**src/sv/gmcp_pkg.sv**
```systemverilog
// Package: types, constants and helpers for the grid min-cost path block.
`default_nettype none
package gmcp_pkg;
    localparam int ROWS_DEF = 32;
    localparam int COLS_DEF = 64;
    localparam int RW = 5;
    localparam int CW = 6;
    localparam int COST_W = 7;
    localparam int DIR_W = 2;

    localparam logic [1:0] ACT_WRITE = 2'd0;
    localparam logic [1:0] ACT_CLEAR = 2'd1;
    localparam logic [1:0] ACT_RUN   = 2'd2;
    localparam logic [1:0] ACT_NONE  = 2'd3;  // unused code, ignored

    localparam logic [DIR_W-1:0] DIR_DOWN = 2'd0;
    localparam logic [DIR_W-1:0] DIR_LEFT = 2'd1;
    localparam logic [DIR_W-1:0] DIR_UP   = 2'd2;

    typedef struct packed {
        logic [1:0]    action;
        logic [RW-1:0] cell_row;
        logic [CW-1:0] cell_col;
        logic          cell_bit;
        logic [RW-1:0] start_row;
        logic [CW-1:0] start_col;
        logic [RW-1:0] stop_row;
        logic [CW-1:0] stop_col;
    } in_word_t;

    typedef struct packed {
        logic [RW-1:0]     path_row;
        logic [CW-1:0]     path_col;
        logic [COST_W-1:0] acc_cost;
        logic              on_peak;
        logic              invalid;
        logic              last;
    } out_word_t;

    typedef enum logic [3:0] {
        ST_IDLE, ST_CHECK, ST_WR, ST_INIT, ST_FILL, ST_TRACE_RD, ST_TRACE_WT, ST_TRACE,
        ST_EMIT_RD, ST_EMIT_WT, ST_EMIT, ST_REJECT
    } state_t;

    // controller -> datapath
    typedef struct packed {
        logic load;      // latch input word
        logic do_write;  // cell write / clear
        logic init;      // seed start cell, set col/row counters
        logic fill_step; // one sweep step: a cell, or a column advance
        logic tr_init;
        logic tr_rd;     // back-dir read state (not used by the datapath)
        logic tr_step;   // record path row, step
        logic em_init;
        logic em_rd;     // emit read state (not used by the datapath)
        logic em_load;   // load output register
        logic g_emit;    // grid read at the emit column
        logic rej_load;
        logic out_take;  // output word accepted
    } cmd_t;

    // datapath -> controller
    typedef struct packed {
        logic is_write;
        logic is_clear;
        logic is_run;
        logic bad;
        logic fill_done;
        logic tr_done;
        logic em_done;
    } status_t;
endpackage
`default_nettype wire

```
**src/sv/gmcp_ctrl.sv**
```systemverilog
// Controller state machine for the grid min-cost path block.
`default_nettype none
module gmcp_ctrl (
    input  wire logic              clk,
    input  wire logic              rst_n,
    input  wire logic              in_valid,
    output logic                   in_ready,
    output logic                   out_valid,
    input  wire logic              out_ready,
    input  wire gmcp_pkg::status_t sts,
    output gmcp_pkg::cmd_t         cmd
);
    import gmcp_pkg::*;
    state_t state_reg, state_next;
    logic   ov_reg, ov_next;

    always_ff @(posedge clk or negedge rst_n)
    begin
        if (!rst_n)
        begin
            state_reg <= ST_IDLE;
            ov_reg    <= 1'b0;
        end
        else
        begin
            state_reg <= state_next;
            ov_reg    <= ov_next;
        end
    end

    assign out_valid = ov_reg;
    assign in_ready  = (state_reg == ST_IDLE);

    always_comb
    begin
        state_next = state_reg;
        ov_next    = ov_reg;
        cmd        = '0;
        cmd.out_take = ov_reg && out_ready;
        if (cmd.out_take)
        begin
            ov_next = 1'b0;
        end
        unique case (state_reg)
            ST_IDLE:
            begin
                if (in_valid)
                begin
                    cmd.load   = 1'b1;
                    state_next = ST_CHECK;
                end
            end
            ST_CHECK:
            begin
                if (sts.is_clear)
                begin
                    cmd.do_write = 1'b1;
                    state_next   = ST_IDLE;
                end
                else if (sts.is_write)
                begin
                    state_next = ST_WR;
                end
                else if (!sts.is_run)
                begin
                    state_next = ST_IDLE;
                end
                else if (sts.bad)
                begin
                    state_next = ST_REJECT;
                end
                else
                begin
                    state_next = ST_INIT;
                end
            end
            ST_WR:
            begin
                cmd.do_write = 1'b1;
                state_next   = ST_IDLE;
            end
            ST_INIT:
            begin
                cmd.init   = 1'b1;
                state_next = ST_FILL;
            end
            ST_FILL:
            begin
                if (sts.fill_done)
                begin
                    cmd.tr_init = 1'b1;
                    state_next  = ST_TRACE_RD;
                end
                else
                begin
                    cmd.fill_step = 1'b1;
                end
            end
            ST_TRACE_RD:
            begin
                cmd.tr_rd  = 1'b1;
                state_next = ST_TRACE_WT;
            end
            ST_TRACE_WT: state_next = ST_TRACE;
            ST_TRACE:
            begin
                cmd.tr_step = 1'b1;
                if (sts.tr_done)
                begin
                    cmd.em_init = 1'b1;
                    state_next  = ST_EMIT_RD;
                end
                else
                begin
                    state_next = ST_TRACE_RD;
                end
            end
            ST_EMIT_RD:
            begin
                cmd.g_emit = 1'b1;
                if (!ov_next)
                begin
                    cmd.em_rd  = 1'b1;
                    state_next = ST_EMIT_WT;
                end
            end
            ST_EMIT_WT:
            begin
                cmd.g_emit = 1'b1;
                state_next = ST_EMIT;
            end
            ST_EMIT:
            begin
                cmd.g_emit  = 1'b1;
                cmd.em_load = 1'b1;
                ov_next     = 1'b1;
                state_next  = sts.em_done ? ST_IDLE : ST_EMIT_RD;
            end
            ST_REJECT:
            begin
                if (!ov_next)
                begin
                    cmd.rej_load = 1'b1;
                    ov_next      = 1'b1;
                    state_next   = ST_IDLE;
                end
            end
            default: state_next = ST_IDLE;
        endcase
    end
endmodule
`default_nettype wire

```
**config.mk**
```make
export PLATFORM = sky130hd
export DESIGN_NAME = gmcp_ctrl
export DESIGN_NICKNAME = d
export VERILOG_FILES = /design/src/sv/gmcp_pkg.sv /design/src/sv/gmcp_ctrl.sv
export SDC_FILE = /design/constraint.sdc
export NUM_CORES = 1
export LEC_CHECK = 0
export BUFFER_PORTS_ARGS = -buffer_cell sky130_fd_sc_hd__buf_2
export CAP_MARGIN = 10
export CORE_AREA = 2 2 39 41
export CTS_CLUSTER_SIZE = 28
export DETAILED_ROUTE_END_ITERATION = 10
export DIE_AREA = 0 0 41 43
export GPL_TIMING_DRIVEN = 0
export PLACE_DENSITY = 0.68
export REMOVE_ABC_BUFFERS = 1
export SYNTH_ARGS = -nofsm -noshare
export SYNTH_HDL_FRONTEND = slang
export SYNTH_SLANG_ARGS = --single-unit
export TNS_END_PERCENT = 1
```
**constraint.sdc**
```tcl
create_clock -name clk -period 1.5 [get_ports clk]
set_input_delay 0.15 -clock clk [delete_from_list [all_inputs] [get_ports clk]]
set_output_delay 0.15 -clock clk [all_outputs]
set_load 0.01 [all_outputs]
```
==> impl_metrics.ini <==
[floorplanning]
pin_count = 26
placementRows = 14
fp.dieH_microns = 43
fp.dieArea_sq_um = 1760
initial_utilization = 0.361
die_w_microns = 41
core_area_sq_um = 1380

[clocking]
worstSkewPairLatency_ns = 0.25
path_clk_slew_ns = 0.05
clkSinkCount = 5
root_buffer = clkbuf_4
cts_tree = built
clk_path_buf_depth = 2
cts_made_buffers = 3
cts_max_level = 1

[synth]
syn_area_per_cell_sq_um = 8.18
yosysWarnings = 0
synth-edff-count = 0
synthArstFlopShare = 1.00
syn_area_sq_um = 499
ys_ff_latch = 5
ys.flop_type = dfrtp_1
seq_area_frac_synth = 0.251
postSynthCellCount = 61
netlist-cell-type-count = 32

[final_layout]
multi_input_area_sq_um = 370
antenna_cells = 0
area_delta_synth_final_pct = 54.4
mostFrequentLayoutCells = 25 x buf_2, 6 x buf_4, 4 x nand2_1, 4 x a21oi_1, 4 x dfrtp_2
layout_commonest_cell = buf_2
instances_no_fill = 113
n_fill_cell = 131
largest_reg_flops = 4
nets = 109
seqCellArea_sq_um = 130
drive_gt1_frac = 0.577

[detailed_routing]
wl_per_cell_microns = 12.9
routed_wl_mm = 1.45
num_vias = 592
drc = 0
routed_via_density = 5.24
first_pass_iters = 4
drtAntennaViolNets = 0
drt_iter0_markers = 15

[global_route]
gr-usage-met2 = 0.247
grt_usage = 0.163
grt_max_degree = 18
grt_pass1_wl_mm = 1.95
grt_pass1_vias = 482
grt_busiest_layer = met2
grtUsageMet1 = 0.209
grt_util_met3 = 0.0314
antenna_found_initial = 0
overflow = 0

[worst_setup_path]
worstSetupPathType = reg2out
crit_fanout = 8
arrival_ns = 1.32
start_kind = flop
endpoint_kind = output port
worstPathRequired_ns = 1.35

[placement]
dp_hpwl_microns = 938
portBuffers = 25
place_congestion = 0.763
placedCellCount = 98

[pwr]
power_w = 0.00138
vdd_drop_max_mv = 0.741
power_leakage_nw = 0.369
power.density_nw_per_um2 = 1790

[timing]
tightest_slew_ns = 0.309
hold_viol_final = 0
rsz0062_at_grt = yes
min_period_ns = 1.47
worst_clock_skew_ns = 0.0000895
period_share = 0.980
fmax_mhz = 681
setup_viol = 0
maxSlewViolCount = 0
slew_headroom = 0.793

[status]
status = complete, no violations

[run]
drv.max_cap_violation_count = 0

[min_path]
hold_path_class = in2reg
==> critical path, cell delays in order (launching register included) <==
cell and delay, ns:
dfrtp_2 0.47, nand2b_4 0.20, nor4b_2 0.24, buf_2 0.16
==> cells in the mapped netlist, types with 2 or more instances <==
| master | number | area (sq um) |
|---|---|---|
| a21oi_1 | 5 | 25.0 |
| and2_1 | 3 | 18.8 |
| buf_6 | 2 | 22.5 |
| dfrtp_1 | 5 | 125 |
| inv_1 | 2 | 7.51 |
| nand2_1 | 5 | 18.8 |
| nand2b_1 | 3 | 18.8 |
| nor2_1 | 4 | 15.0 |
| nor2b_1 | 3 | 18.8 |
| nor3_1 | 3 | 15.0 |
| nor3b_1 | 2 | 15.0 |
| o21ai_0 | 3 | 15.0 |
| o21ai_1 | 2 | 10.0 |
==> repair_timing <==
action                                  in CTS  in global routing
endpoints found under the hold margin        5                  0
gates resized for setup                      8                  5
hold buffers                                 1                  0
setup buffers                                4                  6
pin swaps                                    1                  0
endpoints found under the setup margin      11                  6
==> routing by layer <==
metal / vias to the layer above / part of all wire
met5: - / 0
li1: 292 / -
met1: 279 / 0.45
met3: 0 / 0.055
met2: 21 / 0.49
met4: 0 / 0
==> cell type report <==
type | instances | share of cell area
clock buffers | 3 | 0.0292
clock inverters | 1 | 0.00649
inverters | 2 | 0.00974
multi-input cells | 50 | 0.481
flip-flops and latches | 5 | 0.169
well taps | 16 | 0.0260
repair buffers | 36 | 0.279
==> kinds of logic after synthesis <==
| kind of cell | after synthesis | synth area share |
|---|---|---|
| multiplexers | 1 | 0.0301 |
| AND/OR/NAND/NOR | 32 | 0.411 |
| buffers and inverters | 6 | 0.0852 |
| AO/OA/AOI/OAI | 17 | 0.223 |
| flip-flops | 5 | 0.251 |
==> final timing paths <==
path | from | to | slack (ns) | cells after the start
setup / recovery | state_reg[3]$_DFFE_PN0P_ | cmd[8] | 0.03 | 3
hold / removal | sts[3] | state_reg[3]$_DFFE_PN0P_ | 0.20 | 3
setup reg to reg | state_reg[2]$_DFFE_PN0P_ | state_reg[3]$_DFFE_PN0P_ | 0.09 | 5
hold reg to reg | state_reg[3]$_DFFE_PN0P_ | state_reg[2]$_DFFE_PN0P_ | 0.58 | 1
max in group asynchronous | rst_n | state_reg[1]$_DFFE_PN0P_ | 1.10 | 2
min in group asynchronous | rst_n | state_reg[2]$_DFFE_PN0P_ | 0.26 | 2
==> report_power, final <==
part | switching (W) | total (W) | internal (W)
clock | 0.0000629 | 0.000160 | 0.0000968
sequential | 0.000139 | 0.000331 | 0.000192
combinational | 0.000419 | 0.000889 | 0.000470
==> stage by stage <==
step	setup TNS, ns	area (sq um)	utilization	worst slack [ns]	hold slack [ns]
6_report	0	771	0.557	0.0306	0.199
5_1_grt	-0.115	771	0.557	-0.0310	0.208
4_1_cts	-0.000690	697	0.504	-0.000690	0.199
3_5_place_dp	0	609	0.440	0.0434	-0.0326
3_3_place_gp	0	609	0.440	0.0302	-0.0368
2_1_floorplan	0	464	-	0.134	-0.146
Note: power is estimated with default switching activity, not from simulation.
